## config.mk

```make
export PLATFORM = sky130hd
export DESIGN_NAME = mlpf_window
export DESIGN_NICKNAME = d
export VERILOG_FILES = /design/src/rtl/core/mlpf_pkg.sv /design/src/rtl/core/mlpf_window.sv
export SDC_FILE = /design/constraint.sdc
export NUM_CORES = 1
export LEC_CHECK = 0
export BUFFER_PORTS_ARGS = -buffer_cell sky130_fd_sc_hd__buf_4
export CORE_MARGIN = 8
export CORE_UTILIZATION = 30
export DETAILED_ROUTE_END_ITERATION = 8
export PLACE_DENSITY_LB_ADDON = 0.25
export RECOVER_POWER = 50
export SYNTH_ARGS = -nofsm -noshare
export SYNTH_HDL_FRONTEND = slang
export SYNTH_SLANG_ARGS = --single-unit
```

## constraint.sdc

```tcl
create_clock -name clock -period 5.7 [get_ports clock]
set_clock_uncertainty 0.1 [all_clocks]
set_input_delay 0.285 -clock clock [delete_from_list [all_inputs] [get_ports clock]]
set_output_delay 0.285 -clock clock [all_outputs]
set_load 0.005 [all_outputs]
```

## src/rtl/core/mlpf_pkg.sv

```systemverilog
package mlpf_pkg;

   // sample and matrix geometry
   localparam int DATA_WIDTH  = 32;
   localparam int MAX_COLS    = 1024;
   localparam int MAX_ROWS    = 1024;
   localparam int DIM_WIDTH   = 11;
   localparam int TALLY_WIDTH = 21;
   localparam int ADDR_WIDTH  = $clog2(MAX_COLS);
   localparam int LINE_WIDTH  = 2 * DATA_WIDTH;

   // result fan-out per input beat and result queue sizing
   localparam int RESULTS_PER_ITEM = 4;
   localparam int RCNT_WIDTH       = $clog2(RESULTS_PER_ITEM + 1);
   localparam int RIDX_WIDTH       = $clog2(RESULTS_PER_ITEM);
   localparam int QUEUE_DEPTH      = 16;
   localparam int QPTR_WIDTH       = $clog2(QUEUE_DEPTH);
   localparam int QCNT_WIDTH       = $clog2(QUEUE_DEPTH + 1);
   localparam int QNEED_WIDTH      = QCNT_WIDTH + 1;

   // stream payload widths
   localparam int REQ_TDATA_WIDTH  = ((DATA_WIDTH + 7) / 8) * 8;
   localparam int RSP_FIELDS_WIDTH = 2 * DIM_WIDTH + TALLY_WIDTH;
   localparam int RSP_TDATA_WIDTH  = ((RSP_FIELDS_WIDTH + 7) / 8) * 8;

   // configuration register indexes
   localparam int CSR_INDEX_WIDTH = 2;
   localparam logic [CSR_INDEX_WIDTH-1:0] CSR_NUM_ROWS = CSR_INDEX_WIDTH'(0);
   localparam logic [CSR_INDEX_WIDTH-1:0] CSR_NUM_COLS = CSR_INDEX_WIDTH'(1);

   typedef logic signed [DATA_WIDTH-1:0] sample_type;
   typedef logic [DIM_WIDTH-1:0]         dim_type;

   // most negative sample, stands in for neighbors outside the matrix
   localparam sample_type INT_MIN = {1'b1, {(DATA_WIDTH-1){1'b0}}};

   localparam dim_type MAX_ROWS_DIM = DIM_WIDTH'(MAX_ROWS);
   localparam dim_type MAX_COLS_DIM = DIM_WIDTH'(MAX_COLS);

   typedef enum logic {
      KIND_PEAK = 1'b0,
      KIND_END  = 1'b1
   } kind_type;

   typedef struct packed {
      kind_type                 kind;
      dim_type                  hit_row;
      dim_type                  hit_col;
      logic [TALLY_WIDTH-1:0]   total_peaks;
   } result_type;

   // one column of the line buffer: row above and the row above that
   typedef struct packed {
      sample_type prev_val;
      sample_type older_val;
   } line_type;

   typedef struct packed {
      logic                  wr_en;
      logic [ADDR_WIDTH-1:0] addr;
      line_type              data;
   } line_wr_type;

   // item held in the compute stage with its position flags
   typedef struct packed {
      sample_type key;
      dim_type    row_pos;
      dim_type    col_pos;
      logic       has_above;
      logic       last_row;
      logic       last_col;
      logic       multi_row;
      logic       bypass_self;
      logic       bypass_prev;
   } stage_type;

   // 0 counts as 1, anything above the maximum counts as the maximum
   function automatic dim_type clamp_dim(dim_type value, dim_type max_value);
      dim_type result;
      if (value == '0) begin
         result = DIM_WIDTH'(1);
      end else if (value > max_value) begin
         result = max_value;
      end else begin
         result = value;
      end
      return result;
   endfunction

endpackage

```

## src/rtl/core/mlpf_window.sv

```systemverilog
module mlpf_window
   import mlpf_pkg::*;
(
   input  logic                  clock,
   input  logic                  reset,
   input  logic                  restart,
   input  logic                  stage_valid,
   input  stage_type             stage,
   input  line_type              ram_data,
   input  line_type              bypass_data,
   output line_wr_type           line_wr,
   output result_type            results [RESULTS_PER_ITEM],
   output logic [RCNT_WIDTH-1:0] result_count
);

   // sliding window over the row above (left, center) and two rows up
   sample_type center_ff, center_in;
   sample_type left_ff, left_in;
   sample_type up_ff, up_in;
   // last two samples of the current row
   sample_type rc0_ff, rc0_in;
   sample_type rc1_ff, rc1_in;
   logic [TALLY_WIDTH-1:0] tally_ff, tally_in;

   line_type               look;
   logic                   first_col;
   logic                   frame_end;
   logic                   peak_a, peak_b, peak_c;
   dim_type                row1, col1;
   logic [TALLY_WIDTH-1:0] tally_sum;
   logic [RCNT_WIDTH-1:0]  slot;
   result_type             res_a, res_b, res_c, res_end;

   function automatic logic is_peak(sample_type center, sample_type up, sample_type down,
                                    sample_type left, sample_type right);
      return (center >= up) && (center >= down) && (center >= left) && (center >= right);
   endfunction

   // lookahead column: RAM data unless a write of this or the last beat is newer
   always_comb begin
      if (stage.bypass_self) begin
         look = '{prev_val: stage.key, older_val: center_ff};
      end else if (stage.bypass_prev) begin
         look = bypass_data;
      end else begin
         look = ram_data;
      end
   end

   // neighbor checks: row above, previous column of the last row, final sample
   always_comb begin
      first_col = (stage.col_pos == '0);
      frame_end = stage.last_row && stage.last_col;
      row1      = stage.row_pos + DIM_WIDTH'(1);
      col1      = stage.col_pos + DIM_WIDTH'(1);

      peak_a = stage.has_above &&
               is_peak(center_ff,
                       (stage.row_pos >= DIM_WIDTH'(2)) ? up_ff : INT_MIN,
                       stage.key,
                       first_col ? INT_MIN : left_ff,
                       stage.last_col ? INT_MIN : look.prev_val);
      peak_b = stage.last_row && !first_col &&
               is_peak(rc0_ff,
                       stage.multi_row ? left_ff : INT_MIN,
                       INT_MIN,
                       (stage.col_pos >= DIM_WIDTH'(2)) ? rc1_ff : INT_MIN,
                       stage.key);
      peak_c = frame_end &&
               is_peak(stage.key,
                       stage.multi_row ? center_ff : INT_MIN,
                       INT_MIN,
                       first_col ? INT_MIN : rc0_ff,
                       INT_MIN);

      tally_sum = tally_ff + TALLY_WIDTH'(peak_a) + TALLY_WIDTH'(peak_b)
                  + TALLY_WIDTH'(peak_c);

      res_a   = '{kind: KIND_PEAK, hit_row: stage.row_pos, hit_col: col1,
                  total_peaks: '0};
      res_b   = '{kind: KIND_PEAK, hit_row: row1, hit_col: stage.col_pos,
                  total_peaks: '0};
      res_c   = '{kind: KIND_PEAK, hit_row: row1, hit_col: col1, total_peaks: '0};
      res_end = '{kind: KIND_END, hit_row: '0, hit_col: '0, total_peaks: tally_sum};
   end

   // pack the results of this beat into the lowest slots, in report order
   always_comb begin
      for (int k = 0; k < RESULTS_PER_ITEM; k++) begin
         results[k] = '0;
      end
      slot = '0;
      if (stage_valid) begin
         if (peak_a) begin
            results[slot[RIDX_WIDTH-1:0]] = res_a;
            slot = slot + RCNT_WIDTH'(1);
         end
         if (peak_b) begin
            results[slot[RIDX_WIDTH-1:0]] = res_b;
            slot = slot + RCNT_WIDTH'(1);
         end
         if (peak_c) begin
            results[slot[RIDX_WIDTH-1:0]] = res_c;
            slot = slot + RCNT_WIDTH'(1);
         end
         if (frame_end) begin
            results[slot[RIDX_WIDTH-1:0]] = res_end;
            slot = slot + RCNT_WIDTH'(1);
         end
      end
      result_count = slot;
   end

   // line buffer update: this sample becomes the row above, center moves down
   assign line_wr = '{wr_en: stage_valid,
                      addr:  stage.col_pos[ADDR_WIDTH-1:0],
                      data:  '{prev_val: stage.key, older_val: center_ff}};

   // window shift and tally
   always_comb begin
      center_in = center_ff;
      left_in   = left_ff;
      up_in     = up_ff;
      rc0_in    = rc0_ff;
      rc1_in    = rc1_ff;
      tally_in  = tally_ff;
      if (stage_valid) begin
         left_in   = center_ff;
         center_in = look.prev_val;
         up_in     = look.older_val;
         rc1_in    = rc0_ff;
         rc0_in    = stage.key;
         tally_in  = tally_sum;
         if (frame_end) begin
            rc0_in   = '0;
            rc1_in   = '0;
            tally_in = '0;
         end
      end
      if (restart) begin
         rc0_in   = '0;
         rc1_in   = '0;
         tally_in = '0;
      end
   end

   always_ff @(posedge clock) begin
      if (reset) begin
         rc0_ff   <= '0;
         rc1_ff   <= '0;
         tally_ff <= '0;
      end else begin
         rc0_ff   <= rc0_in;
         rc1_ff   <= rc1_in;
         tally_ff <= tally_in;
      end
   end

   always_ff @(posedge clock) begin
      center_ff <= center_in;
      left_ff   <= left_in;
      up_ff     <= up_in;
   end

endmodule

```

==> results.cfg, run 1 <==
[drt]
vias = 18900
first_pass_iters = 5
met3_length_mm = 3.49
drt_wl_total_mm = 74.0
routedWlPerCell_um = 20.8
drc = 0
drtIter0Drc = 1327
vias_per_cell = 5.31
drt-met1-wl_mm = 30.8
antenna_left = 0
wl_met2_mm = 37.5
top_layer = met5

[power_and_ir_drop]
power.leakage_uw = 0.0114
p_comb_frac = 0.355
seqPwrFrac = 0.359
peakVddDrop_mv = 0.151
power.density_mw_per_mm2 = 166
power.internal_uw = 2840
power.switching_uw = 1520
clkPwrFrac = 0.286
switching_share = 0.348

[place]
placed_area_sq_mm = 0.0226
dp_cells = 3458
hpwl_mm = 54.8
post-place-ws_ps = -671
io_buffers = 445
gp_congestion = 0.927

[final_layout]
final_cell_count_no_fill = 3562
design_area_sq_mm = 0.0262
final_core_util = 0.456
drive_gt1_frac = 0.349
mostFrequentLayoutCell = buf_4
synthToLayoutAreaGrowth_pct = 50.5
final_cell_mix = buf_4, nand2_1, ha_1, a21oi_1, nor2_1
fin_nets = 3282

[clocking]
cts_num_sinks = 181
clockBufferDepth = 2
cts_tree = yes
cts-root-buf = clkbuf_16
path_clk_slew_ps = 70
cts_made_buffers = 17
clk_latency_ps = 470
htreeDepth = 4

[floorplanning]
die_w_um = 257
initial_core_util = 0.303
ios = 446
core-area_sq_mm = 0.0575
fp.dieArea_sq_mm = 0.0660
std_cell_rows = 88
die_y_um = 257

[critical_path]
cp_max_fo = 5
slowest_stage = fa_2
required_ps = 5320
r2r_slack_ps = 330
cpMostUsedCell = and3_4
cp.arrival_ps = 5660
end_kind = output port
critical-path-max-stage-delay_ps = 560
critPathKind = in -> out
critPathLaunchType = primary input

[synth]
syn-instance-count = 2202
syn_area_per_cell_sq_um = 7.90
synth_async_sr_flop_share = 0
synth-seq-area-share = 0.263
ys_seq_elements = 181
netlist_area_sq_mm = 0.0174
ys_warn_count = 0
synth_fp_nets = 2701
synth_flop_cell = edfxtp_1
synth.distinct_cells = 64
synth_edf_count = 96

[sta]
worst_pin_slew_ps = 986
whs_ps = 71.5
worst_slack_ps = -349
setup_viol = 71
period_minus_slack_ps = 6050
drv_slew = 0
maxSlewHeadroom = 0.343
grt_setup_unrepaired = yes
hold_viol = 0
fmax_mhz = 165
period_share = 1.06

[outcome]
violations = negative setup slack
outcome = finished with violations

[global_routing]
grt_pass1_wl_mm = 109
antenna_found_initial = 3
track_usage = 0.205
grt_max_degree = 86
grt_pass1_vias = 18900
gr-total-overflow = 0

[min_path]
hold_class = in -> reg

[run]
cap_violations = 0
[worst paths after layout]
kind	from	to	depth (start not counted)
setup / recovery	stage[10]	results[152]	30
hold reg to reg	rc1_ff[20]	rc1_ff[20]	2
hold / removal	stage[43]	rc0_ff[15]	3
setup reg to reg	center_ff[30]	tally_ff[20]	21
[per-stage QoR]
step | TNS, ps | total power [uW]
after CTS | -3080 | 4250
final | -11280 | 4360
after detailed placement | -62210 | 2910
after global routing | -29350 | 4590
after global placement | -58640 | 2870
after floorplan | 0 | 2250
[cells in the mapped netlist, types with 5 or more instances]
| master | count | area [sq um] |
|---|---|---|
| nand2_1 | 396 | 1490 |
| ha_1 | 305 | 3820 |
| nor2_1 | 205 | 769 |
| a21oi_1 | 197 | 986 |
| nand3_1 | 118 | 591 |
| o21ai_0 | 106 | 531 |
| edfxtp_1 | 96 | 2880 |
| clkbuf_1 | 92 | 345 |
| dfxtp_1 | 85 | 1700 |
| mux2i_1 | 66 | 661 |
| inv_1 | 63 | 236 |
| nand4_1 | 59 | 369 |
| buf_4 | 44 | 330 |
| a21o_1 | 43 | 323 |
| nand2b_1 | 37 | 231 |
| nor3_1 | 33 | 165 |
| xnor2_1 | 27 | 236 |
| and3_1 | 16 | 100 |
| nor2b_1 | 16 | 100 |
| a211oi_1 | 15 | 113 |
| nor4_1 | 14 | 87.6 |
| o211ai_1 | 13 | 97.6 |
| buf_1 | 11 | 41.3 |
| xor2_1 | 11 | 96.3 |
| and2_1 | 10 | 62.6 |
| o21a_1 | 9 | 67.6 |
| o32ai_1 | 9 | 78.8 |
| a22oi_1 | 8 | 60.1 |
| or3_1 | 8 | 50.1 |
| a31oi_1 | 6 | 37.5 |
| a2111oi_0 | 5 | 43.8 |
| o2bb2ai_1 | 5 | 43.8 |
| or2_2 | 5 | 31.3 |
[state kept, by name, summed over array words and instances (netlist names)]
| register | flops |
|---|---|
| tally_ff | 21 |
| rc0_ff | 32 |
| up_ff | 32 |
| left_ff | 32 |
| center_ff | 32 |
| rc1_ff | 32 |
[cell type report]
cell class	instances	area, sq um
tap	765	957
timing repair buffer	711	6100
clock buffer	21	504
sequential	181	4580
multi-input combinational	1806	13700
antenna	1	2.50
fill	5545	31300
inverter	66	254
clock inverter	11	95.1
[cells by family after synthesis]
group	synth area share
simple gates	0.242
compound gates	0.157
fa+ha+maj	0.222
buf+inv	0.0569
flops	0.263
mux	0.0399
xor+xnor	0.0191
[power groups by stage]
stage | Combinational, uW | Sequential [uW] | Clock [uW]
floorplan | 705 | 1540 | 0
global placement | 1290 | 1590 | 0
detailed placement | 1330 | 1590 | 0
CTS | 1420 | 1560 | 1270
global route | 1700 | 1570 | 1320
finish | 1550 | 1570 | 1250
[layer usage]
metal,GRT usage,up-vias
li1,-,9030
met1,0.250,9152
met2,0.368,607
met3,0.0289,129
met4,0.0636,2
met5,0,-
[worst max-delay path, delay by kind of cell]
family,cells,cell delay [ps]
AND/OR/NAND/NOR,14,2270
adder cells (fa/ha/maj),4,1210
buffers and inverters,8,960
AO/OA/AOI/OAI,3,690
XOR/XNOR,1,190
[timing repair]
action / in CTS / in global routing
pin swaps: 44 / 72
setup buffers: 15 / 36
hold buffers: 0 / 0
endpoints found under the setup margin: 178 / 178
gates cloned: 9 / 15
gates resized for setup: 117 / 340
Power figures use the tool's default switching activity.
==> run 2, diff against run 1 <==
- SKIP_CTS_REPAIR_TIMING: not set -> 1
==> run 2 against run 1 <==
Against the previous run:
- largest power group unchanged
- setup slack better by 87 ps
- critical path depth down 2
- the run still ends with negative setup slack left
- worst hold slack worse by 2.1 ps
- clock-buffer cell count unchanged
- via count down 1.1%
- total power down 0.39%
- sequential share of layout area up 0.43 points
- cell count about the same
- die area unchanged
==> results.cfg, run 2 (synthesis gave the netlist of run 1 again) <==
[clocking]
path_clk_slew_ps = 70
cts_tree = yes
cts_made_buffers = 17
cts_num_sinks = 181
clk_latency_ps = 460
clockBufferDepth = 2
htreeDepth = 4
cts-root-buf = clkbuf_16

[power_and_ir_drop]
seqPwrFrac = 0.357
power.switching_uw = 1500
power.density_mw_per_mm2 = 170
power.internal_uw = 2840
clkPwrFrac = 0.286
p_comb_frac = 0.357
switching_share = 0.346
peakVddDrop_mv = 0.147
power.leakage_uw = 0.0112

[critical_path]
required_ps = 5320
end_kind = output port
critPathLaunchType = primary input
r2r_cells = 24
r2r_slack_ps = 210
critPathKind = in -> out
timing.rr.end = tally_ff[20]
cp.arrival_ps = 5580
r2r-start = center_ff[23]
cp_max_fo = 8

[final_layout]
design_area_sq_mm = 0.0255
mostFrequentLayoutCell = buf_4
synthToLayoutAreaGrowth_pct = 46.8
final_cell_count_no_fill = 3560
final_cell_mix = buf_4, nand2_1, ha_1, a21oi_1, nor2_1
drive_gt1_frac = 0.331
fin_nets = 3280

[min_path]
min_from = stage[43]
hold_class = in -> reg
hold_end = rc0_ff[15]
hold_path_depth = 3

[floorplanning]
core-area_sq_mm = 0.0575
die_w_um = 257
ios = 446
die_y_um = 257
fp.dieArea_sq_mm = 0.0660
std_cell_rows = 88
initial_core_util = 0.303

[drt]
vias_per_cell = 5.26
drc = 0
vias = 18700
drtIter0Drc = 1562
antenna_left = 0
drt_wl_total_mm = 72.2
first_pass_iters = 6
routedWlPerCell_um = 20.3

[place]
io_buffers = 445
hpwl_mm = 54.8
gp_congestion = 0.927
placed_area_sq_mm = 0.0226
dp_cells = 3458

[sta]
worst_pin_slew_ps = 970
maxSlewHeadroom = 0.353
grt_setup_unrepaired = yes
period_minus_slack_ps = 5960
setup_viol = 20
worst_slack_ps = -262
drv_slew = 0
period_share = 1.05
hold_viol = 0
fmax_mhz = 168

[global_routing]
track_usage = 0.199
gr-total-overflow = 0
antenna_found_initial = 2
grt_pass1_wl_mm = 106
grt_pass1_vias = 18300
grt_max_degree = 86

[run]
cap_violations = 0

[outcome]
outcome = finished with violations
violations = negative setup slack
-- run 2: through the flow --
| stage | utilization | total power (uW) | setup WS (ps) | hold slack [ps] | TNS, ps |
|---|---|---|---|---|---|
| 6_report | 0.445 | 4340 | -262 | 69.4 | -1830 |
| 5_1_grt | 0.445 | 4580 | -481 | 63.4 | -13320 |
| 4_1_cts | 0.404 | 4170 | -721 | 31.4 | -66800 |
| 3_5_place_dp | 0.394 | 2910 | -671 | 353 | -62210 |
| 3_3_place_gp | 0.394 | 2870 | -660 | 349 | -58640 |
| 2_1_floorplan | - | 2250 | 7.38 | 297 | 0 |
-- run 2: per-layer routing --
metal / part of all wire / vias up / track usage
met5: 0.00015 / - / 0
met4: 0.027 / 2 / 0.0592
met3: 0.047 / 112 / 0.0268
met2: 0.51 / 572 / 0.357
met1: 0.42 / 9006 / 0.244
li1: - / 9019 / -
-- run 2: cell type report --
cell class,count,area (sq um)
diodes,1,2.50
clock buffers,21,504
clock inverters,11,95.1
fillers,5642,31900
inverters,66,265
multi-input cells,1806,13400
flip-flops and latches,181,4580
well taps,765,957
repair buffers,709,5730
-- run 2: power by group through the flow --
stage / combinational, uW / sequential, uW / clock, uW
final: 1550 / 1550 / 1240
after global routing: 1700 / 1560 / 1320
after CTS: 1340 / 1560 / 1270
after detailed placement: 1330 / 1590 / 0
after global placement: 1290 / 1590 / 0
after floorplan: 705 / 1540 / 0
-- run 2: worst max-delay path, cell delays in order --
cell and delay, ps:
buf_8 100, nor4_4 290, nand3_2 150, buf_6 170, clkinv_8 70, nand2_8 110
buf_12 190, nand2_2 60, ha_1 240, nand4_1 180, nor3_2 80, a21boi_2 160
o41ai_2 380, and3_1 240, o22ai_2 80, and3_4 210, fa_2 590, ha_4 140
inv_2 30, fa_2 330, nand4b_1 240, nor3_2 240, and3_4 220, and3_4 210
nand3_4 100, xor2_4 220, nor2_1 110, buf_4 120
-- run 2: worst max path at each step --
stage / start / end / slack, ps / cells past startpoint
finish: stage[15] / results[152] / -260 / 28
detailed placement: stage[10] / results[169] / -670 / 27
global placement: stage[17] / results[169] / -660 / 30
CTS: stage[17] / results[169] / -720 / 30
floorplan: stage[13] / results[108] / 7 / 27
global route: center_ff[23] / results[64] / -480 / 23
